--- config.mk ---
export PLATFORM = sky130hd
export DESIGN_NAME = terminal_key_sequence_decoder_flat
export DESIGN_NICKNAME = d
export VERILOG_FILES = /design/src/rtl/tksd_pkg.sv /design/src/rtl/tksd_if.sv /design/src/rtl/tksd_in_stage.sv /design/src/rtl/tksd_decode.sv /design/src/rtl/tksd_out_stage.sv /design/src/rtl/terminal_key_sequence_decoder.sv /design/src/flat_wrapper.sv
export SDC_FILE = /design/constraint.sdc
export NUM_CORES = 1
export LEC_CHECK = 0
export ABC_AREA = 1
export CORE_MARGIN = 3
export CORE_UTILIZATION = 35
export DETAILED_ROUTE_END_ITERATION = 8
export DONT_BUFFER_PORTS = 1
export PLACE_DENSITY = 0.46
export SYNTH_ARGS = -nofsm -noshare
export SYNTH_HDL_FRONTEND = slang
export SYNTH_SLANG_ARGS = --single-unit
--- constraint.sdc ---
create_clock -name i_clk -period 7.3 [get_ports i_clk]
set_input_delay 1.095 -clock i_clk [delete_from_list [all_inputs] [get_ports i_clk]]
set_output_delay 1.095 -clock i_clk [all_outputs]
set_load 0.1 [all_outputs]
--- src/rtl/tksd_pkg.sv ---
// ----------------------------------------------------------------------------
// Terminal key sequence decoder package
// Parser phases, character and key code constants, shared structs.
// ----------------------------------------------------------------------------
`timescale 1ns / 1ps

package tksd_pkg;

    typedef enum logic [9:0] {
        PH_IDLE  = 10'b00_0000_0001,
        PH_ESC   = 10'b00_0000_0010,
        PH_CSI   = 10'b00_0000_0100,
        PH_TILDE = 10'b00_0000_1000,
        PH_CSI1  = 10'b00_0001_0000,
        PH_MOD   = 10'b00_0010_0000,
        PH_CTRL  = 10'b00_0100_0000,
        PH_SHIFT = 10'b00_1000_0000,
        PH_SS3   = 10'b01_0000_0000,
        PH_ESC1  = 10'b10_0000_0000
    } t_phase;

    // Input characters.
    localparam logic [7:0] CH_ESC     = 8'd27;
    localparam logic [7:0] CH_LBRACK  = 8'h5B;
    localparam logic [7:0] CH_O       = 8'h4F;
    localparam logic [7:0] CH_ONE     = 8'h31;
    localparam logic [7:0] CH_TWO     = 8'h32;
    localparam logic [7:0] CH_THREE   = 8'h33;
    localparam logic [7:0] CH_FIVE    = 8'h35;
    localparam logic [7:0] CH_SIX     = 8'h36;
    localparam logic [7:0] CH_SEMI    = 8'h3B;
    localparam logic [7:0] CH_TILDE   = 8'h7E;
    localparam logic [7:0] CH_A       = 8'h41;
    localparam logic [7:0] CH_D       = 8'h44;
    localparam logic [7:0] CH_F       = 8'h46;
    localparam logic [7:0] CH_H       = 8'h48;
    localparam logic [7:0] CH_P       = 8'h50;
    localparam logic [7:0] CH_S       = 8'h53;
    localparam logic [7:0] CH_LC_T    = 8'h74;
    localparam logic [7:0] CH_LC_V    = 8'h76;
    localparam logic [7:0] CH_LC_W    = 8'h77;
    localparam logic [7:0] CH_LC_Y    = 8'h79;

    // Key codes.
    localparam logic [7:0] KEY_UP         = 8'd128;
    localparam logic [7:0] KEY_CTRL_UP    = 8'd132;
    localparam logic [7:0] KEY_PGUP       = 8'd136;
    localparam logic [7:0] KEY_PGDN       = 8'd137;
    localparam logic [7:0] KEY_CTRL_HOME  = 8'd138;
    localparam logic [7:0] KEY_HOME       = 8'd140;
    localparam logic [7:0] KEY_END        = 8'd141;
    localparam logic [7:0] KEY_INSERT     = 8'd142;
    localparam logic [7:0] KEY_DELETE     = 8'd143;
    localparam logic [7:0] KEY_F1         = 8'd144;
    localparam logic [7:0] KEY_F5         = 8'd148;
    localparam logic [7:0] KEY_F8         = 8'd151;
    localparam logic [7:0] KEY_F11        = 8'd154;
    localparam logic [7:0] KEY_F12        = 8'd155;
    localparam logic [7:0] KEY_SHIFT_UP   = 8'd156;
    localparam logic [7:0] KEY_SHIFT_HOME = 8'd160;
    localparam logic [7:0] KEY_NONE       = 8'd0;

    typedef struct packed {
        logic [7:0] key_code;
        logic       is_plain;
        logic       invalid;
    } t_key_result;

    typedef struct packed {
        logic        emit;
        t_key_result key;
    } t_dec_out;

endpackage

--- src/rtl/tksd_if.sv ---
// ----------------------------------------------------------------------------
// Terminal key sequence decoder channels
// Valid/ready channels for received bytes and decoded keys.
// ----------------------------------------------------------------------------
`timescale 1ns / 1ps

interface tksd_byte_if;
    logic       valid;
    logic       ready;
    logic [7:0] rx_byte;

    modport source (output valid, output rx_byte, input ready);
    modport sink   (input valid, input rx_byte, output ready);
endinterface

interface tksd_key_if;
    logic       valid;
    logic       ready;
    logic [7:0] key_code;
    logic       is_plain;
    logic       invalid;

    modport source (output valid, output key_code, output is_plain, output invalid,
                    input ready);
    modport sink   (input valid, input key_code, input is_plain, input invalid,
                    output ready);
endinterface

--- src/rtl/tksd_in_stage.sv ---
// ----------------------------------------------------------------------------
// Input byte register
// Captures one received byte and holds it until the decoder takes it.
// ----------------------------------------------------------------------------
`timescale 1ns / 1ps

module tksd_in_stage (
    input  logic        i_clk,
    input  logic        i_rst_n,
    tksd_byte_if.sink   i_rx,
    input  logic        i_advance,
    output logic        o_valid,
    output logic [7:0]  o_byte
);

    logic       r_valid;
    logic [7:0] r_byte;

    // The register can refill in the same cycle in which it drains.
    assign i_rx.ready = !r_valid || i_advance;

    always_ff @(posedge i_clk) begin
        if (!i_rst_n) begin
            r_valid <= 1'b0;
        end else if (i_rx.ready) begin
            r_valid <= i_rx.valid;
        end
    end

    always_ff @(posedge i_clk) begin
        if (i_rx.ready && i_rx.valid) begin
            r_byte <= i_rx.rx_byte;
        end
    end

    assign o_valid = r_valid;
    assign o_byte  = r_byte;

endmodule

--- src/rtl/tksd_decode.sv ---
// ----------------------------------------------------------------------------
// Sequence parser
// Parse phase and pending key registers with the byte decode logic.
// ----------------------------------------------------------------------------
`timescale 1ns / 1ps

module tksd_decode
    import tksd_pkg::*;
(
    input  logic       i_clk,
    input  logic       i_rst_n,
    input  logic       i_fire,
    input  logic [7:0] i_byte,
    output t_dec_out   o_dec
);

    t_phase     r_phase;
    t_phase     n_phase;
    logic [7:0] r_pending;
    logic [7:0] n_pending;
    t_dec_out   dec;

    logic is_arrow;
    logic is_f1_4;
    logic is_f5_7;
    logic is_f8_10;

    assign is_arrow = (i_byte >= CH_A) && (i_byte <= CH_D);
    assign is_f1_4  = (i_byte >= CH_P) && (i_byte <= CH_S);
    assign is_f5_7  = (i_byte >= CH_LC_T) && (i_byte <= CH_LC_V);
    assign is_f8_10 = (i_byte >= CH_LC_W) && (i_byte <= CH_LC_Y);

    always_comb begin
        n_phase      = r_phase;
        n_pending    = r_pending;
        dec.emit     = 1'b0;
        dec.key      = '{key_code: KEY_NONE, is_plain: 1'b0, invalid: 1'b0};

        unique case (r_phase)
            PH_ESC: begin
                if (i_byte == CH_LBRACK) begin
                    n_phase = PH_CSI;
                end else if (i_byte == CH_O) begin
                    n_phase = PH_SS3;
                end else if (i_byte == CH_ONE) begin
                    n_phase = PH_ESC1;
                end else begin
                    dec.emit        = 1'b1;
                    dec.key.invalid = 1'b1;
                end
            end
            PH_CSI: begin
                if (is_arrow) begin
                    dec.emit         = 1'b1;
                    dec.key.key_code = 8'(KEY_UP + (i_byte - CH_A));
                end else if (i_byte == CH_H) begin
                    dec.emit         = 1'b1;
                    dec.key.key_code = KEY_HOME;
                end else if (i_byte == CH_F) begin
                    dec.emit         = 1'b1;
                    dec.key.key_code = KEY_END;
                end else if (i_byte == CH_TWO) begin
                    n_phase   = PH_TILDE;
                    n_pending = KEY_INSERT;
                end else if (i_byte == CH_THREE) begin
                    n_phase   = PH_TILDE;
                    n_pending = KEY_DELETE;
                end else if (i_byte == CH_FIVE) begin
                    n_phase   = PH_TILDE;
                    n_pending = KEY_PGUP;
                end else if (i_byte == CH_SIX) begin
                    n_phase   = PH_TILDE;
                    n_pending = KEY_PGDN;
                end else if (i_byte == CH_ONE) begin
                    n_phase = PH_CSI1;
                end else begin
                    dec.emit        = 1'b1;
                    dec.key.invalid = 1'b1;
                end
            end
            PH_TILDE: begin
                dec.emit = 1'b1;
                if (i_byte == CH_TILDE) begin
                    dec.key.key_code = r_pending;
                end else begin
                    dec.key.invalid = 1'b1;
                end
            end
            PH_CSI1: begin
                if (i_byte == CH_SEMI) begin
                    n_phase = PH_MOD;
                end else begin
                    dec.emit        = 1'b1;
                    dec.key.invalid = 1'b1;
                end
            end
            PH_MOD: begin
                if (i_byte == CH_FIVE) begin
                    n_phase = PH_CTRL;
                end else if (i_byte == CH_TWO) begin
                    n_phase = PH_SHIFT;
                end else begin
                    dec.emit        = 1'b1;
                    dec.key.invalid = 1'b1;
                end
            end
            PH_CTRL, PH_SHIFT: begin
                // Both modifiers map A..D, H, F onto six codes: four arrow codes, then Home and End.
                dec.emit = 1'b1;
                if (is_arrow) begin
                    dec.key.key_code = (r_phase == PH_CTRL)
                        ? 8'(KEY_CTRL_UP + (i_byte - CH_A))
                        : 8'(KEY_SHIFT_UP + (i_byte - CH_A));
                end else if (i_byte == CH_H) begin
                    dec.key.key_code = (r_phase == PH_CTRL) ? KEY_CTRL_HOME
                                                            : KEY_SHIFT_HOME;
                end else if (i_byte == CH_F) begin
                    dec.key.key_code = (r_phase == PH_CTRL)
                        ? 8'(KEY_CTRL_HOME + 8'd1)
                        : 8'(KEY_SHIFT_HOME + 8'd1);
                end else begin
                    dec.key.invalid = 1'b1;
                end
            end
            PH_SS3: begin
                dec.emit = 1'b1;
                if (is_f1_4) begin
                    dec.key.key_code = 8'(KEY_F1 + (i_byte - CH_P));
                end else if (is_f5_7) begin
                    dec.key.key_code = 8'(KEY_F5 + (i_byte - CH_LC_T));
                end else if (is_f8_10) begin
                    dec.key.key_code = 8'(KEY_F8 + (i_byte - CH_LC_W));
                end else begin
                    dec.key.invalid = 1'b1;
                end
            end
            PH_ESC1: begin
                if (i_byte == CH_ONE) begin
                    n_phase   = PH_TILDE;
                    n_pending = KEY_F11;
                end else if (i_byte == CH_TWO) begin
                    n_phase   = PH_TILDE;
                    n_pending = KEY_F12;
                end else begin
                    dec.emit        = 1'b1;
                    dec.key.invalid = 1'b1;
                end
            end
            default: begin
                // Idle, and any code that is not a phase, behave the same.
                if (i_byte == CH_ESC) begin
                    n_phase = PH_ESC;
                end else begin
                    dec.emit         = 1'b1;
                    dec.key.key_code = i_byte;
                    dec.key.is_plain = 1'b1;
                end
            end
        endcase

        // Every result closes the sequence.
        if (dec.emit) begin
            n_phase = PH_IDLE;
        end
    end

    always_ff @(posedge i_clk) begin
        if (!i_rst_n) begin
            r_phase   <= PH_IDLE;
            r_pending <= KEY_NONE;
        end else if (i_fire) begin
            r_phase   <= n_phase;
            r_pending <= n_pending;
        end
    end

    assign o_dec = dec;

endmodule

--- src/rtl/tksd_out_stage.sv ---
// ----------------------------------------------------------------------------
// Result register
// Holds one decoded key until the downstream side takes it.
// ----------------------------------------------------------------------------
`timescale 1ns / 1ps

module tksd_out_stage
    import tksd_pkg::*;
(
    input  logic        i_clk,
    input  logic        i_rst_n,
    input  logic        i_load,
    input  t_key_result i_key,
    output logic        o_free,
    tksd_key_if.source  o_key
);

    logic        r_valid;
    t_key_result r_key;

    assign o_free = !r_valid || o_key.ready;

    always_ff @(posedge i_clk) begin
        if (!i_rst_n) begin
            r_valid <= 1'b0;
        end else if (o_free) begin
            r_valid <= i_load;
        end
    end

    always_ff @(posedge i_clk) begin
        if (o_free && i_load) begin
            r_key <= i_key;
        end
    end

    assign o_key.valid    = r_valid;
    assign o_key.key_code = r_key.key_code;
    assign o_key.is_plain = r_key.is_plain;
    assign o_key.invalid  = r_key.invalid;

endmodule

--- src/rtl/terminal_key_sequence_decoder.sv ---
// ----------------------------------------------------------------------------
// Terminal key sequence decoder
// Turns received terminal bytes into plain or special key codes.
// ----------------------------------------------------------------------------
//
//   Channel   Direction   Transaction
//   i_rx      in          one received byte (rx_byte)
//   o_key     out         one key (key_code, is_plain, invalid)
//
// One byte is accepted per cycle unless o_key stalls; the byte that completes
// a key passes the input register, then its key enters the result register.
// Bytes inside a sequence update the parse phase and give no transaction.
// Reset clears the parse phase, the pending key and both valid flags.
// When o_key stalls, the input register holds its byte and i_rx.ready drops
// once it is full, so the parser never advances past an undelivered key.
// ----------------------------------------------------------------------------
`timescale 1ns / 1ps

module terminal_key_sequence_decoder
    import tksd_pkg::*;
(
    input  logic        i_clk,
    input  logic        i_rst_n,
    tksd_byte_if.sink   i_rx,
    tksd_key_if.source  o_key
);

    logic       byte_valid;
    logic [7:0] byte_q;
    logic       out_free;
    logic       fire;
    t_dec_out   dec;

    assign fire = byte_valid && out_free;

    tksd_in_stage u_in_stage (
        .i_clk     (i_clk),
        .i_rst_n   (i_rst_n),
        .i_rx      (i_rx),
        .i_advance (fire),
        .o_valid   (byte_valid),
        .o_byte    (byte_q)
    );

    tksd_decode u_decode (
        .i_clk   (i_clk),
        .i_rst_n (i_rst_n),
        .i_fire  (fire),
        .i_byte  (byte_q),
        .o_dec   (dec)
    );

    tksd_out_stage u_out_stage (
        .i_clk   (i_clk),
        .i_rst_n (i_rst_n),
        .i_load  (fire && dec.emit),
        .i_key   (dec.key),
        .o_free  (out_free),
        .o_key   (o_key)
    );

endmodule

--- src/flat_wrapper.sv ---
// flat-port wrapper written by rule: the top's interface ports become plain ports
module terminal_key_sequence_decoder_flat import tksd_pkg::*;
  (i_clk, i_rst_n, i_rx_valid, i_rx_rx_byte, i_rx_ready, o_key_valid, o_key_key_code, o_key_is_plain, o_key_invalid, o_key_ready);
  tksd_byte_if i_rx_i ();
  tksd_key_if o_key_i ();
  input  logic i_clk;
  input  logic i_rst_n;
  input wire logic [$bits(i_rx_i.valid)-1:0] i_rx_valid;
  input wire logic [$bits(i_rx_i.rx_byte)-1:0] i_rx_rx_byte;
  output wire logic [$bits(i_rx_i.ready)-1:0] i_rx_ready;
  output wire logic [$bits(o_key_i.valid)-1:0] o_key_valid;
  output wire logic [$bits(o_key_i.key_code)-1:0] o_key_key_code;
  output wire logic [$bits(o_key_i.is_plain)-1:0] o_key_is_plain;
  output wire logic [$bits(o_key_i.invalid)-1:0] o_key_invalid;
  input wire logic [$bits(o_key_i.ready)-1:0] o_key_ready;
  assign i_rx_i.valid = i_rx_valid;
  assign i_rx_i.rx_byte = i_rx_rx_byte;
  assign i_rx_ready = i_rx_i.ready;
  assign o_key_valid = o_key_i.valid;
  assign o_key_key_code = o_key_i.key_code;
  assign o_key_is_plain = o_key_i.is_plain;
  assign o_key_invalid = o_key_i.invalid;
  assign o_key_i.ready = o_key_ready;
  terminal_key_sequence_decoder u_core (.i_clk(i_clk), .i_rst_n(i_rst_n), .i_rx(i_rx_i), .o_key(o_key_i));
endmodule
==> run_results.csv <==
group,metric,value,unit
placed_design,io_buffers,0,
floorplan,num_rows,31,
power_and_ir_drop,p_leak,1.26,nW
placed_design,place_congestion,0.880,
timing,finalSetupViolCount,0,
synthesis,synth_top_area_share,19.7,%
finish,fin_area,2940,um^2
power_and_ir_drop,clockPowerShare,31.3,%
clock_tree,cts_buffers,5,
clock_tree,clockRootBuffer,"clkbuf_8",
timing,final_hold_viol_count,0,
critical_path,crit_family,"simple AND/OR/NAND/NOR gates",
timing,slew_violations,0,
floorplan,io_pins,24,
synthesis,yosysMostFrequentCell,"nand2_1",
synthesis,ys.flop_type,"edfxtp_1",
route,drtPass1Iterations,5,
critical_path,path_cells,"nand3_1",
clock_tree,clk_latency,0.30,ns
critical_path,cpPeakStageDelay,1.03,ns
global_routing,antenna_found_initial,0,
synthesis,synth_cells,374,
finish,fin_nets,402,
critical_path,crit_buf_inv,0,
clock_tree,ctsHoldBuffers,0,
clock_tree,post-cts-setup-buffer-count,0,
synthesis,yosys-top-cells-count,"79 x nand2_1, 53 x inv_1, 35 x nand3_1",
clock_tree,cts_tree,"yes",
synthesis,ys_types,42,
critical_path,end_kind,"primary output",
global_routing,grt_pass1_wl,11800,um
finish,antenna_cells,0,
critical_path,r2r-end,"u_core.u_out_stage.o_key.key_code[5]",
route,drtIter0Drc,150,
synthesis,netlist_top_cells_area,"edfxtp_1 20%, dfxtp_1 12%, nand2_1 11%, inv_1 7.3%, nand3_1 6.4%",
synthesis,synth_edf_count,18,
critical_path,crit_path_end,"i_rx_ready",
floorplan,initial_core_util,37.0,%
clock_tree,cts.clk_slew.worst_paths,0.08,ns
synthesis,ys_ff_latch,35,
critical_path,worstPathRequired,6.20,ns
synthesis,synth_warnings,0,
route,wire_per_inst,15.3,um
critical_path,crit_cells,1,
synthesis,synth_area,2740,um^2
global_routing,grt_max_degree,12,
worst_hold_path,hold_class,"flop to flop",
timing,hold_slack,0.465,ns
global_routing,grt_pass1_vias,2297,
critical_path,cp_max_fo,3,
clock_tree,h-tree-depth,2,
floorplan,core,7410,um^2
critical_path,reg2reg_from,"u_core.u_in_stage.o_byte[0]",
synthesis,synthArstFlopShare,0,%
power_and_ir_drop,switchingPower,149,uW
global_routing,gr-total-overflow,0,
clock_tree,cts_resized,0,
global_routing,grt_usage,17.4,%
power_and_ir_drop,combPwrFrac,14.0,%
timing,relSlewSlack,27.4,%
floorplan,die_h,94.5,um
critical_path,reg2regPathDepth,13,
synthesis,synthesis.nets,398,
power_and_ir_drop,peakVddDrop,0.000114,V
critical_path,reg2reg_setup_slack,4.48,ns
route,totalWireLength,7290,um
route,postRouteAntennaNets,0,
timing,rsz0062_at_grt,"no",
placed_design,dpl_cell_area,2850,um^2
power_and_ir_drop,power,451,uW
timing,fin_setup_tns,0,ns
timing,fmax,0.295,GHz
clock_tree,cts_max_path_buffers,2,
timing,min_period,3.39,ns
route,avgViaCountPerCell,5.10,
clock_tree,cts.sinks,35,
timing,tightest_slew,1.09,ns
power_and_ir_drop,sw_frac_of_total,33.1,%
floorplan,die_width,94.5,um
critical_path,cp-start-kind,"flop",
critical_path,crit_path_start,"u_core.u_out_stage.o_key.valid",
synthesis,syn_area_per_cell,7.33,um^2
synthesis,yosysTopAreaCell,"edfxtp_1",
power_and_ir_drop,p_int,302,uW
route,num_vias,2439,
timing,period_share,46.5,%
synthesis,yosysSeqAreaShare,32.1,%
status,status,"completed",
flow_run,drv_cap,0,
finish,utilization,39.6,%
floorplan,die_area,8930,um^2
critical_path,cp_slowest_cell,"nand3_1",
placed_design,dpl.hpwl,5930,um
route,drc_errors,0,
finish,synthToLayoutAreaGrowth,7.17,%
timing,clock_skew,0.0159,ns
power_and_ir_drop,power_density,154,nW/um^2
critical_path,arrival,2.30,ns
critical_path,worstSetupPathType,"flop to primary output",
power_and_ir_drop,p_seq_share,54.7,%
finish,drive_above_1_share,13.5,%
==> per-layer routing <==
metal / up-vias / GRT usage (%) / part of all wire (%)
met2: 55 / 26.4 / 43
met5: - / 0 / 0
met1: 1126 / 25.2 / 52
li1: 1251 / - / -
met3: 7 / 3.03 / 3.5
met4: 0 / 4.93 / 1.2
==> placed cells by master, fill, tap and decap left out, drive strengths merged, types with 3 or more instances in the layout <==
master	Yosys	layout
edfxtp	18	18
nand4	12	12
clkbuf	2	6
o2111ai	3	3
nand3b	3	3
nand2	86	86
inv	59	59
nor3	3	3
nand3	41	41
xor2	7	7
a21oi	21	21
o21ai	20	20
dfxtp	17	17
o211ai	3	3
ha	11	11
nor2	51	51
==> layout make-up <==
type | instances | area, um^2
clock buffer | 6 | 72.6
sequential | 35 | 881
clock inverter | 2 | 12.5
fill | 782 | 4470
tap | 99 | 124
inverter | 59 | 221
multi-input combinational | 277 | 1630
==> flip-flops by register name, summed over array words and instances, names as in the netlist <==
| signal | flops |
|---|---|
| u_core.u_out_stage.o_key.invalid | 1 |
| u_core.u_out_stage.o_key.key_code | 8 |
| u_core.u_in_stage.o_valid | 1 |
| u_core.u_decode.r_phase | 10 |
| u_core.u_in_stage.o_byte | 8 |
| u_core.u_decode.r_pending | 5 |
| u_core.u_out_stage.o_key.valid | 1 |
| u_core.u_out_stage.o_key.is_plain | 1 |
==> power by group through the flow <==
stage	clock network [mW]	logic, mW	registers (mW)
finish	0.141	0.0633	0.247
global route	0.152	0.0710	0.248
CTS	0.145	0.0631	0.246
detailed placement	0	0.0625	0.251
global placement	0	0.0631	0.251
floorplan	0	0.0497	0.247
==> per-stage QoR <==
stage	setup WS [ns]	instances
after global placement	4.22	470
after floorplan	4.26	374
after CTS	3.89	478
after detailed placement	4.22	470
after global routing	3.84	478
final	3.91	478
==> cells by family after synthesis <==
group,after synthesis,share of synthesized area [%]
simple gates,202,39.3
buf+inv,62,8.54
compound gates,55,11.7
flops,35,32.1
fa+ha+maj,12,5.75
xor+xnor,8,2.56
==> worst min-delay path by stage <==
stage	depth (start not counted)	end	start	slack [ns]
floorplan	2	u_core.u_decode.r_pending[4]	u_core.u_decode.r_pending[4]	0.43
global placement	2	u_core.u_decode.r_pending[0]	u_core.u_decode.r_pending[0]	0.45
detailed placement	2	u_core.u_decode.r_pending[0]	u_core.u_decode.r_pending[0]	0.45
CTS	2	u_core.u_decode.r_pending[0]	u_core.u_decode.r_pending[0]	0.47
global route	2	u_core.u_decode.r_pending[0]	u_core.u_decode.r_pending[0]	0.49
finish	2	u_core.u_decode.r_pending[4]	u_core.u_decode.r_pending[4]	0.47
Power figures use the tool's default switching activity.
